File: src/rtl/core/ardv_pkg.sv
// Shared constants for the arithmetic derivative block.
// No dependencies; imported by ardv_divider and the top level.
package ardv_pkg;

  localparam int VALUE_WIDTH = 32;  // bits of the input that are used (4..32)
  localparam int VALUE_PORT_W = 32;  // width of the input port
  localparam int DERIV_W = 37;  // width of the result
  localparam int CNT_W = $clog2(VALUE_WIDTH + 1);
  localparam int SQ_W = VALUE_WIDTH + 2;

endpackage

File: src/rtl/core/ardv_divider.sv
// Restoring unsigned divider, one quotient bit per cycle.
// Depends on ardv_pkg.
module ardv_divider
  import ardv_pkg::*;
(
  input  logic                   clk_i,
  input  logic                   rst_ni,
  input  logic                   go_i,
  input  logic [VALUE_WIDTH-1:0] dividend_i,
  input  logic [VALUE_WIDTH-1:0] divisor_i,
  output logic                   done_o,
  output logic [VALUE_WIDTH-1:0] quotient_o,
  output logic [VALUE_WIDTH-1:0] remainder_o
);

  logic                   run_q, run_d;
  logic                   done_q, done_d;
  logic [CNT_W-1:0]       cnt_q, cnt_d;
  logic [VALUE_WIDTH-1:0] rem_q, rem_d;
  logic [VALUE_WIDTH-1:0] quo_q, quo_d;
  logic [VALUE_WIDTH-1:0] div_q, div_d;
  logic [VALUE_WIDTH:0]   trial;
  logic [VALUE_WIDTH:0]   diff;

  assign trial = {rem_q, quo_q[VALUE_WIDTH-1]};
  assign diff  = trial - {1'b0, div_q};

  always_comb begin
    run_d  = run_q;
    done_d = 1'b0;
    cnt_d  = cnt_q;
    rem_d  = rem_q;
    quo_d  = quo_q;
    div_d  = div_q;
    if (go_i) begin
      run_d = 1'b1;
      cnt_d = CNT_W'(VALUE_WIDTH);
      rem_d = '0;
      quo_d = dividend_i;
      div_d = divisor_i;
    end else if (run_q) begin
      if (!diff[VALUE_WIDTH]) begin
        rem_d = diff[VALUE_WIDTH-1:0];
        quo_d = {quo_q[VALUE_WIDTH-2:0], 1'b1};
      end else begin
        rem_d = trial[VALUE_WIDTH-1:0];
        quo_d = {quo_q[VALUE_WIDTH-2:0], 1'b0};
      end
      cnt_d = cnt_q - CNT_W'(1);
      if (cnt_q == CNT_W'(1)) begin
        run_d  = 1'b0;
        done_d = 1'b1;
      end
    end
  end

  always_ff @(posedge clk_i or negedge rst_ni) begin
    if (!rst_ni) begin
      run_q  <= 1'b0;
      done_q <= 1'b0;
      cnt_q  <= '0;
    end else begin
      run_q  <= run_d;
      done_q <= done_d;
      cnt_q  <= cnt_d;
    end
  end

  always_ff @(posedge clk_i) begin
    rem_q <= rem_d;
    quo_q <= quo_d;
    div_q <= div_d;
  end

  assign done_o      = done_q;
  assign quotient_o  = quo_q;
  assign remainder_o = rem_q;

endmodule

File: src/rtl/core/arithmetic_derivative_trial_division.sv
// Arithmetic derivative by trial division: sequencer around one shared divider.
// Depends on ardv_pkg and ardv_divider.
//
// channel   ports                      handshake
// input     value_i                    start_i high while busy_o low
// result    derivative_o               valid_o, one cycle, no backpressure
//
// Each division runs on the shared divider. A trial divisor that does not
// divide costs one division and one pass through S_CHECK; a prime factor
// found by trial costs two divisions per occurrence, and the factor left
// above the square root costs one. Worst case is about 2^(VALUE_WIDTH/2)
// trial divisors. Inputs 0 and 1 skip the divider. Reset is asynchronous, active low.
// The receiver cannot stall; busy_o stays high until the result strobe.
module arithmetic_derivative_trial_division
  import ardv_pkg::*;
(
  input  logic                    clk_i,
  input  logic                    rst_ni,
  input  logic                    start_i,
  output logic                    busy_o,
  input  logic [VALUE_PORT_W-1:0] value_i,
  output logic                    valid_o,
  output logic [DERIV_W-1:0]      derivative_o
);

  localparam logic [2:0] S_IDLE  = 3'd0;
  localparam logic [2:0] S_CHECK = 3'd1;
  localparam logic [2:0] S_DIVR  = 3'd2;
  localparam logic [2:0] S_DIVN  = 3'd3;
  localparam logic [2:0] S_DIVF  = 3'd4;

  logic [2:0]             state_q, state_d;
  logic [VALUE_WIDTH-1:0] n_q, n_d;
  logic [VALUE_WIDTH-1:0] rest_q, rest_d;
  logic [VALUE_WIDTH-1:0] d_q, d_d;
  logic [SQ_W-1:0]        sq_q, sq_d;
  logic [DERIV_W-1:0]     sum_q, sum_d;
  logic                   valid_q, valid_d;
  logic [DERIV_W-1:0]     out_q, out_d;

  logic                   div_go;
  logic [VALUE_WIDTH-1:0] div_a, div_b;
  logic                   div_done;
  logic [VALUE_WIDTH-1:0] div_quo, div_rem;
  logic [VALUE_WIDTH-1:0] in_val;
  logic [DERIV_W-1:0]     quo_ext;

  assign in_val  = value_i[VALUE_WIDTH-1:0];
  assign quo_ext = {{(DERIV_W-VALUE_WIDTH){1'b0}}, div_quo};

  ardv_divider u_div (
    .clk_i       (clk_i),
    .rst_ni      (rst_ni),
    .go_i        (div_go),
    .dividend_i  (div_a),
    .divisor_i   (div_b),
    .done_o      (div_done),
    .quotient_o  (div_quo),
    .remainder_o (div_rem)
  );

  always_comb begin
    state_d = state_q;
    n_d     = n_q;
    rest_d  = rest_q;
    d_d     = d_q;
    sq_d    = sq_q;
    sum_d   = sum_q;
    valid_d = 1'b0;
    out_d   = out_q;
    div_go  = 1'b0;
    div_a   = n_q;
    div_b   = d_q;
    unique case (state_q)
      S_IDLE: begin
        if (start_i) begin
          n_d    = in_val;
          rest_d = in_val;
          d_d    = VALUE_WIDTH'(2);
          sq_d   = SQ_W'(4);
          sum_d  = '0;
          if (in_val <= VALUE_WIDTH'(1)) begin
            valid_d = 1'b1;
            out_d   = '0;
          end else begin
            state_d = S_CHECK;
          end
        end
      end
      S_CHECK: begin
        if (sq_q > {2'b00, rest_q}) begin
          if (rest_q > VALUE_WIDTH'(1)) begin
            div_go  = 1'b1;
            div_a   = n_q;
            div_b   = rest_q;
            state_d = S_DIVF;
          end else begin
            valid_d = 1'b1;
            out_d   = sum_q;
            state_d = S_IDLE;
          end
        end else begin
          div_go  = 1'b1;
          div_a   = rest_q;
          div_b   = d_q;
          state_d = S_DIVR;
        end
      end
      S_DIVR: begin
        if (div_done) begin
          if (div_rem == '0) begin
            rest_d  = div_quo;
            div_go  = 1'b1;
            div_a   = n_q;
            div_b   = d_q;
            state_d = S_DIVN;
          end else begin
            d_d     = d_q + VALUE_WIDTH'(1);
            sq_d    = sq_q + {1'b0, d_q, 1'b1};
            state_d = S_CHECK;
          end
        end
      end
      S_DIVN: begin
        if (div_done) begin
          sum_d   = sum_q + quo_ext;
          state_d = S_CHECK;
        end
      end
      S_DIVF: begin
        if (div_done) begin
          valid_d = 1'b1;
          out_d   = sum_q + quo_ext;
          state_d = S_IDLE;
        end
      end
      default: begin
        state_d = S_IDLE;
      end
    endcase
  end

  always_ff @(posedge clk_i or negedge rst_ni) begin
    if (!rst_ni) begin
      state_q <= S_IDLE;
      valid_q <= 1'b0;
    end else begin
      state_q <= state_d;
      valid_q <= valid_d;
    end
  end

  always_ff @(posedge clk_i) begin
    n_q    <= n_d;
    rest_q <= rest_d;
    d_q    <= d_d;
    sq_q   <= sq_d;
    sum_q  <= sum_d;
    out_q  <= out_d;
  end

  assign busy_o       = (state_q != S_IDLE);
  assign valid_o      = valid_q;
  assign derivative_o = out_q;

endmodule
File: config.mk
export PLATFORM = sky130hd
export DESIGN_NAME = arithmetic_derivative_trial_division
export DESIGN_NICKNAME = d
export VERILOG_FILES = /design/src/rtl/core/ardv_pkg.sv /design/src/rtl/core/ardv_divider.sv /design/src/rtl/core/arithmetic_derivative_trial_division.sv
export SDC_FILE = /design/constraint.sdc
export NUM_CORES = 1
export LEC_CHECK = 0
export ABC_AREA = 0
export BUFFER_PORTS_ARGS = -buffer_cell sky130_fd_sc_hd__buf_2
export CAP_MARGIN = 20
export CORE_MARGIN = 10
export CORE_UTILIZATION = 67
export DETAILED_ROUTE_END_ITERATION = 10
export GPL_TIMING_DRIVEN = 0
export MAX_ROUTING_LAYER = met4
export PLACE_DENSITY = 0.85
export SLEW_MARGIN = 20
export SYNTH_ARGS = -nofsm -noshare
export SYNTH_HDL_FRONTEND = slang
export SYNTH_SLANG_ARGS = --single-unit
File: constraint.sdc
create_clock -name clk_i -period 18.5 [get_ports clk_i]
set_input_delay 2.775 -clock clk_i [delete_from_list [all_inputs] [get_ports clk_i]]
set_output_delay 2.775 -clock clk_i [all_outputs]
set_load 0.02 [all_outputs]
==> impl_metrics.json, run 1 <==
{
  "status": "completed",
  "clock_path_buffers": 3,
  "arrival_ps": 4920,
  "cts_setup_buffers": 0,
  "synthCells": 1900,
  "dp_hpwl_um": 37300,
  "cts.repair.resized": 0,
  "syn_to_final_growth_pct": 11.3,
  "pin_count": 74,
  "synth_fp_nets": 2069,
  "start_util_pct": 68.2,
  "overflow": 0,
  "cts-hold-fix-buffers": 0,
  "syn-cell-area_mm2": 0.0190,
  "async_flop_share_pct": 3.85,
  "hold_viol_final": 0,
  "fin_setup_tns_ps": 0,
  "vias_per_cell": 6.41,
  "cts_root_buffer": "clkbuf_16",
  "antenna_left": 0,
  "avgSynthCellArea_um2": 10.0,
  "synth-seq-cells": 312,
  "end_kind": "flip-flop",
  "power_density_mw_per_mm2": 67.2,
  "crit_required_ps": 18720,
  "clk_pin_slew_ps": 60,
  "p_leak_nw": 7.98,
  "internal_power_mw": 1.13,
  "fin_util_pct": 75.9,
  "antenna_cells": 0,
  "layout_commonest_cell": "edfxtp_1",
  "max-cap-violations": 0,
  "dr.pass1.iters": 6,
  "drive_above_1_share_pct": 11.0,
  "critPathLaunchType": "input pin",
  "cts.sinks": 312,
  "die_h_um": 189,
  "total_power_mw": 1.42,
  "grt_antenna_before_repair": 0,
  "yosys-top-cells-area": "edfxtp_1 (42%), ha_1 (8.6%), nand2_1 (4.4%)",
  "path_class": "input pin to flip-flop",
  "routabilityCongestion": 0.956,
  "die-area_mm2": 0.0356,
  "port_buffers": 73,
  "slew_headroom_pct": 42.2,
  "dp_slack_ps": 13310,
  "synth_top_cell_by_area": "edfxtp_1",
  "first_iter_violations": 1718,
  "wl_per_cell_um": 21.0,
  "synth.top_cell.area_share_pct": 42.3,
  "fmaxAchievable_mhz": 213,
  "synth-edff-count": 268,
  "worst_slew_pin_slew_ps": 860,
  "htreeDepth": 2,
  "synth_ff_type": "edfxtp_1",
  "rows": 61,
  "switching_share_pct": 20.6,
  "yosysSeqAreaShare_pct": 47.2,
  "pwr-share-comb_pct": 0.8,
  "critPathMaxFanout": 7,
  "grt_pass1_wl_um": 80900,
  "fin_crit_ps": 4700,
  "grt_pass1_vias": 15200,
  "irDropWorstVdd_mv": 0.0687,
  "insertion_delay_ps": 530,
  "final_nets": 2197,
  "die_x_um": 189,
  "p_clk_share_pct": 46.1,
  "slew_violations": 0,
  "setup_viol": 0,
  "ys_types": 85,
  "fillers": 1853,
  "p_seq_share_pct": 53.1,
  "final_cell_mix": "edfxtp_1 (268), nand2_1 (224), nor2_1 (213), a21oi_1 (151), ha_1 (131)",
  "grt_usage_pct": 28.9,
  "fin_crit_sh_pct": 25.4,
  "design.core.area_mm2": 0.0279,
  "grt_max_degree": 42,
  "skew_ps": 19.6,
  "vias": 15600,
  "rsz0062_at_grt": "false",
  "yosys_warnings": 0,
  "switchingPower_uw": 293,
  "layout_setup_ws_ps": 13800,
  "cts_tree": "yes",
  "r2r_setup_slack_ps": 14490,
  "route.detailed.drc": 0,
  "hold_path.class": "flip-flop to flip-flop",
  "wirelength_um": 51100,
  "numCtsBuffers": 36
}
==> synthesized netlist by cell type, drive strengths merged, types with 29 or more instances <==
library cell,n
nor2,214
a21oi,156
nand2,225
a211oi,36
nor4,29
mux2i,41
mux2,29
nand3,32
dfxtp,32
ha,131
clkbuf,39
xnor2,54
inv,96
a21o,54
edfxtp,268
xor2,61
o21ai,112
==> power by group through the flow <==
stage | Combinational (mW) | Sequential [mW] | Clock (mW)
CTS | 0.0111 | 0.755 | 0.658
global placement | 0.0103 | 0.770 | 0
finish | 0.0113 | 0.755 | 0.657
floorplan | 0.00303 | 0.770 | 0
detailed placement | 0.0110 | 0.770 | 0
global route | 0.0122 | 0.755 | 0.687
==> cells by family (layout without fill, tap and decap cells) <==
group / Yosys count / count (layout) / synth area share, %
AO/OA/AOI/OAI: 462 / 462 / 15.5
XOR/XNOR: 115 / 115 / 5.49
adder cells (fa/ha/maj): 134 / 134 / 8.92
buffers and inverters: 160 / 312 / 3.62
flip-flops: 312 / 312 / 47.2
multiplexers: 70 / 70 / 3.87
AND/OR/NAND/NOR: 647 / 647 / 15.4
==> per-layer routing <==
| metal | vias up | GRT usage (%) | part of all wire (%) |
|---|---|---|---|
| li1 | 7169 | - | - |
| met1 | 7392 | 36.8 | 40 |
| met2 | 884 | 45.7 | 47 |
| met3 | 138 | 4.41 | 8.9 |
| met4 | 0 | 11.3 | 3.8 |
| met5 | - | - | 0 |
==> final cells by class <==
class | instances | area (um^2) | share of cell area, %
inverter | 96 | 360 | 1.70
sequential | 312 | 8990 | 42.4
timing repair buffer | 90 | 571 | 2.69
buffer | 64 | 329 | 1.55
clock inverter | 15 | 83.8 | 0.396
tap | 378 | 473 | 2.23
clock buffer | 47 | 973 | 4.59
multi-input combinational | 1428 | 9410 | 44.4
==> worst max-delay path: stages <==
cell,delay [ps]
buf_2,100
mux2i_1,70
nor4_2,640
buf_4,290
buf_2,220
buf_4,190
buf_2,170
buf_2,230
buf_2,220
==> per-stage QoR <==
| step | std cells | hold slack, ps | instance area (um^2) |
|---|---|---|---|
| 3_5_place_dp | 2368 | 504 | 20100 |
| 5_1_grt | 2430 | 534 | 21200 |
| 3_3_place_gp | 2351 | 508 | 19900 |
| 2_1_floorplan | 1900 | 480 | 19000 |
| 4_1_cts | 2430 | 513 | 21200 |
| 6_report | 2430 | 520 | 21200 |
==> final timing paths <==
path                                 startpoint              endpoint  cells past startpoint
setup reg to reg                     rest_q[27]   u_div.quotient_o[3]                     13
min in group asynchronous                rst_ni        u_div.cnt_q[5]                      1
max in group asynchronous                rst_ni            state_q[2]                      1
setup / recovery                        start_i              sq_q[16]                      9
hold / removal             u_div.remainder_o[1]  u_div.remainder_o[1]                      2
hold reg to reg            u_div.remainder_o[1]  u_div.remainder_o[1]                      2
No activity file was read; power rests on OpenSTA's default activity.
==> run 2: changes to the inputs <==
--- a/config.mk
+++ b/config.mk
@@ -5,15 +5,15 @@
 export SDC_FILE = /design/constraint.sdc
 export NUM_CORES = 1
 export LEC_CHECK = 0
-export ABC_AREA = 0
+export ABC_AREA = 1
 export BUFFER_PORTS_ARGS = -buffer_cell sky130_fd_sc_hd__buf_2
 export CAP_MARGIN = 20
 export CORE_MARGIN = 10
-export CORE_UTILIZATION = 67
+export CORE_UTILIZATION = 58
 export DETAILED_ROUTE_END_ITERATION = 10
 export GPL_TIMING_DRIVEN = 0
 export MAX_ROUTING_LAYER = met4
-export PLACE_DENSITY = 0.85
+export PLACE_DENSITY = 0.78
 export SLEW_MARGIN = 20
 export SYNTH_ARGS = -nofsm -noshare
 export SYNTH_HDL_FRONTEND = slang
==> constraint.sdc (replaced) <==
create_clock -name clk_i -period 4.3 [get_ports clk_i]
set_input_delay 0.645 -clock clk_i [delete_from_list [all_inputs] [get_ports clk_i]]
set_output_delay 0.645 -clock clk_i [all_outputs]
set_load 0.02 [all_outputs]
==> run 2 against run 1 <==
Effect of this change:
- sequential share of layout area shrank 4.9 points
- sequential cell count unchanged
- die area up 28%
- synthesized cell count up 57%
- first-iteration DRC count rose by 50%
- via count grew 34%
- area after synthesis up 14%
- clock skew grew 5.7 ps
- global-route usage grew 2.4 points
- critical endpoint is now u_div.quotient_o[26]
==> impl_metrics.json, run 2 <==
{
  "status": "completed",
  "power_density_mw_per_mm2": 263,
  "grt_max_degree": 42,
  "skew_ps": 25.3,
  "syn-cell-area_mm2": 0.0217,
  "drive_above_1_share_pct": 5.84,
  "crit_required_ps": 4400,
  "synth_fp_nets": 3157,
  "clock_path_buffers": 3,
  "rr_startpoint": "rest_q[15]",
  "slowest_stage": "nand2_2",
  "cts.sinks": 312,
  "wirelength_um": 69700,
  "critPathMaxFanout": 32,
  "layout.cells.non_filler": 3602,
  "dr.pass1.iters": 6,
  "design_area_mm2": 0.0240,
  "port_buffers": 73,
  "die_h_um": 214,
  "layout_commonest_cell": "nand2_1",
  "synth_ff_type": "edfxtp_1",
  "setup_viol": 0,
  "fin_crit_sh_pct": 86.0,
  "yosys_warnings": 0,
  "avgSynthCellArea_um2": 7.27,
  "overflow": 0,
  "grt_pass1_vias": 19400,
  "die_x_um": 214,
  "critPathMaxStageDelay_ps": 480,
  "crit_path_frequent_cell": "nand2_1",
  "grt_pass1_wl_um": 107000,
  "rsz0062_at_grt": "false",
  "slew_violations": 0,
  "grt_antenna_before_repair": 0,
  "critPathLaunchType": "flip-flop",
  "dp_hpwl_um": 55300,
  "die-area_mm2": 0.0456,
  "min_from": "value_i[4]",
  "path_class": "flip-flop to flip-flop",
  "design.core.area_mm2": 0.0368,
  "antenna_left": 0,
  "ys_types": 44,
  "yosysSeqAreaShare_pct": 41.4,
  "first_iter_violations": 2575,
  "fmaxAchievable_mhz": 270,
  "hold_viol_final": 0,
  "yosysMostFrequentCell": "nand2_1",
  "fin_setup_tns_ps": 0,
  "vias_per_cell": 5.78,
  "routabilityCongestion": 1.04,
  "irDropWorstVdd_mv": 0.313,
  "clk_pin_slew_ps": 60,
  "arrival_ps": 3790,
  "synth.top_cell.area_share_pct": 37.1,
  "antenna_cells": 0,
  "whs_endpoint": "n_q[4]",
  "htreeDepth": 2,
  "hold_depth": 1,
  "end_kind": "flip-flop",
  "ys_top_cells_by_count": "nand2_1 (994), inv_1 (410), nor2_1 (334), edfxtp_1 (268), a21oi_1 (164)",
  "vias": 20800,
  "synth_top_cell_by_area": "edfxtp_1",
  "fin_util_pct": 65.2,
  "cts_root_buffer": "clkbuf_16",
  "worst_slew_pin_slew_ps": 1060,
  "final_cell_mix": "nand2_1 (993), inv_1 (410), nor2_1 (332), edfxtp_1 (268), a21oi_1 (163)",
  "cts_tree": "yes",
  "grt_usage_pct": 31.3,
  "worstRegToRegCells": 15,
  "path_cells": "inv_1 -> ha_1 -> nand2_1 -> nor2_1 -> inv_1 -> nor3_2 -> nand2_1 -> nand2_1 -> nand2_1 -> nand2_2 -> nand3_2 -> a21boi_2 -> buf_4 -> buf_6 -> nand2_2",
  "wl_per_cell_um": 19.4,
  "rows": 70,
  "timing.rr.end": "u_div.quotient_o[26]",
  "r2r_setup_slack_ps": 600,
  "synthCells": 2988,
  "numCtsBuffers": 36,
  "synth-seq-cells": 312,
  "placedCellCount": 3539,
  "final_nets": 3279,
  "slew_headroom_pct": 28.6,
  "yosys-top-cells-area": "edfxtp_1 (37%), nand2_1 (17%), ha_1 (7.5%)",
  "crit_start": "rest_q[15]",
  "fin_crit_ps": 3700,
  "start_util_pct": 59.0,
  "async_flop_share_pct": 3.85,
  "max-cap-violations": 0,
  "p_leak_nw": 11.3,
  "hold_path.class": "input pin to flip-flop",
  "synth-edff-count": 268,
  "pin_count": 74,
  "route.detailed.drc": 0,
  "dpl_cell_area_mm2": 0.0229,
  "insertion_delay_ps": 570,
  "cts.repair.resized": 0,
  "syn_to_final_growth_pct": 10.5
}
==> run 2: cell count changes in the layout (fill, tap and decap cells not counted), sizes merged, moves of 40 or more <==
cell,delta
nand2,+773
inv,+317
nor2,+121
nand3,+116
nand4,+46
a21o,-45
mux2i,-41
xnor2,-40
==> run 2: timing repair <==
| item | in CTS | in global routing |
|---|---|---|
| endpoints found under the hold margin | 12 | 0 |
| hold buffers | 1 | 0 |
| setup buffers | 0 | 0 |
==> run 2: worst max-delay path by stage <==
stage | end | slack, ps | cells past startpoint
finish | u_div.quotient_o[26] | 600 | 15
global route | u_div.quotient_o[26] | 420 | 15
CTS | u_div.quotient_o[26] | 680 | 15
detailed placement | u_div.quotient_o[9] | 720 | 15
global placement | derivative_o[9] | -1100 | 7
floorplan | derivative_o[0] | 290 | 7
==> run 2: logic make-up after synthesis <==
group           synth area share, %
simple gates                   31.1
flops                          41.4
fa+ha+maj                      7.82
compound gates                 9.24
buf+inv                        8.73
xor+xnor                       1.73
==> run 2: metal layers <==
layer / global-route usage (%) / routed length [um] / vias to the layer above
li1: - / - / 9991
met1: 43.1 / 30100 / 9621
met2: 45.6 / 29900 / 1050
met3: 5.42 / 7190 / 163
met4: 11.1 / 2560 / 0
met5: - / 0 / -
==> run 2: worst max-delay path: cells and delay by family (launching register included) <==
family,cells,cell delay [ps]
AND/OR/NAND/NOR,9,1410
flip-flops,1,420
AO/OA/AOI/OAI,1,330
adder cells (fa/ha/maj),1,330
buffers and inverters,4,720
==> run 2: final cells by class <==
type                    count  area (um^2)
well taps                 468          586
flip-flops and latches    312         8990
inverters                 413         1550
repair buffers             84          543
clock inverters            14          123
multi-input cells        2190        10900
fillers                  3290        12800
plain buffers              73          347
clock buffers              48          977
==> run 2: stage by stage <==
stage	total power, mW	setup slack (ps)	hold WS, ps
after global placement	3.36	-1100	490
after floorplan	3.33	293	349
after CTS	6.30	680	270
after detailed placement	3.36	725	501
final	6.30	601	278
after global routing	6.43	418	276
==> run 2: where the power goes <==
part / internal [mW] / leakage (nW) / switching, mW
registers: 3.25 / 2.99 / 0
clock network: 1.71 / 0.534 / 1.29
logic: 0.0186 / 7.82 / 0.0339
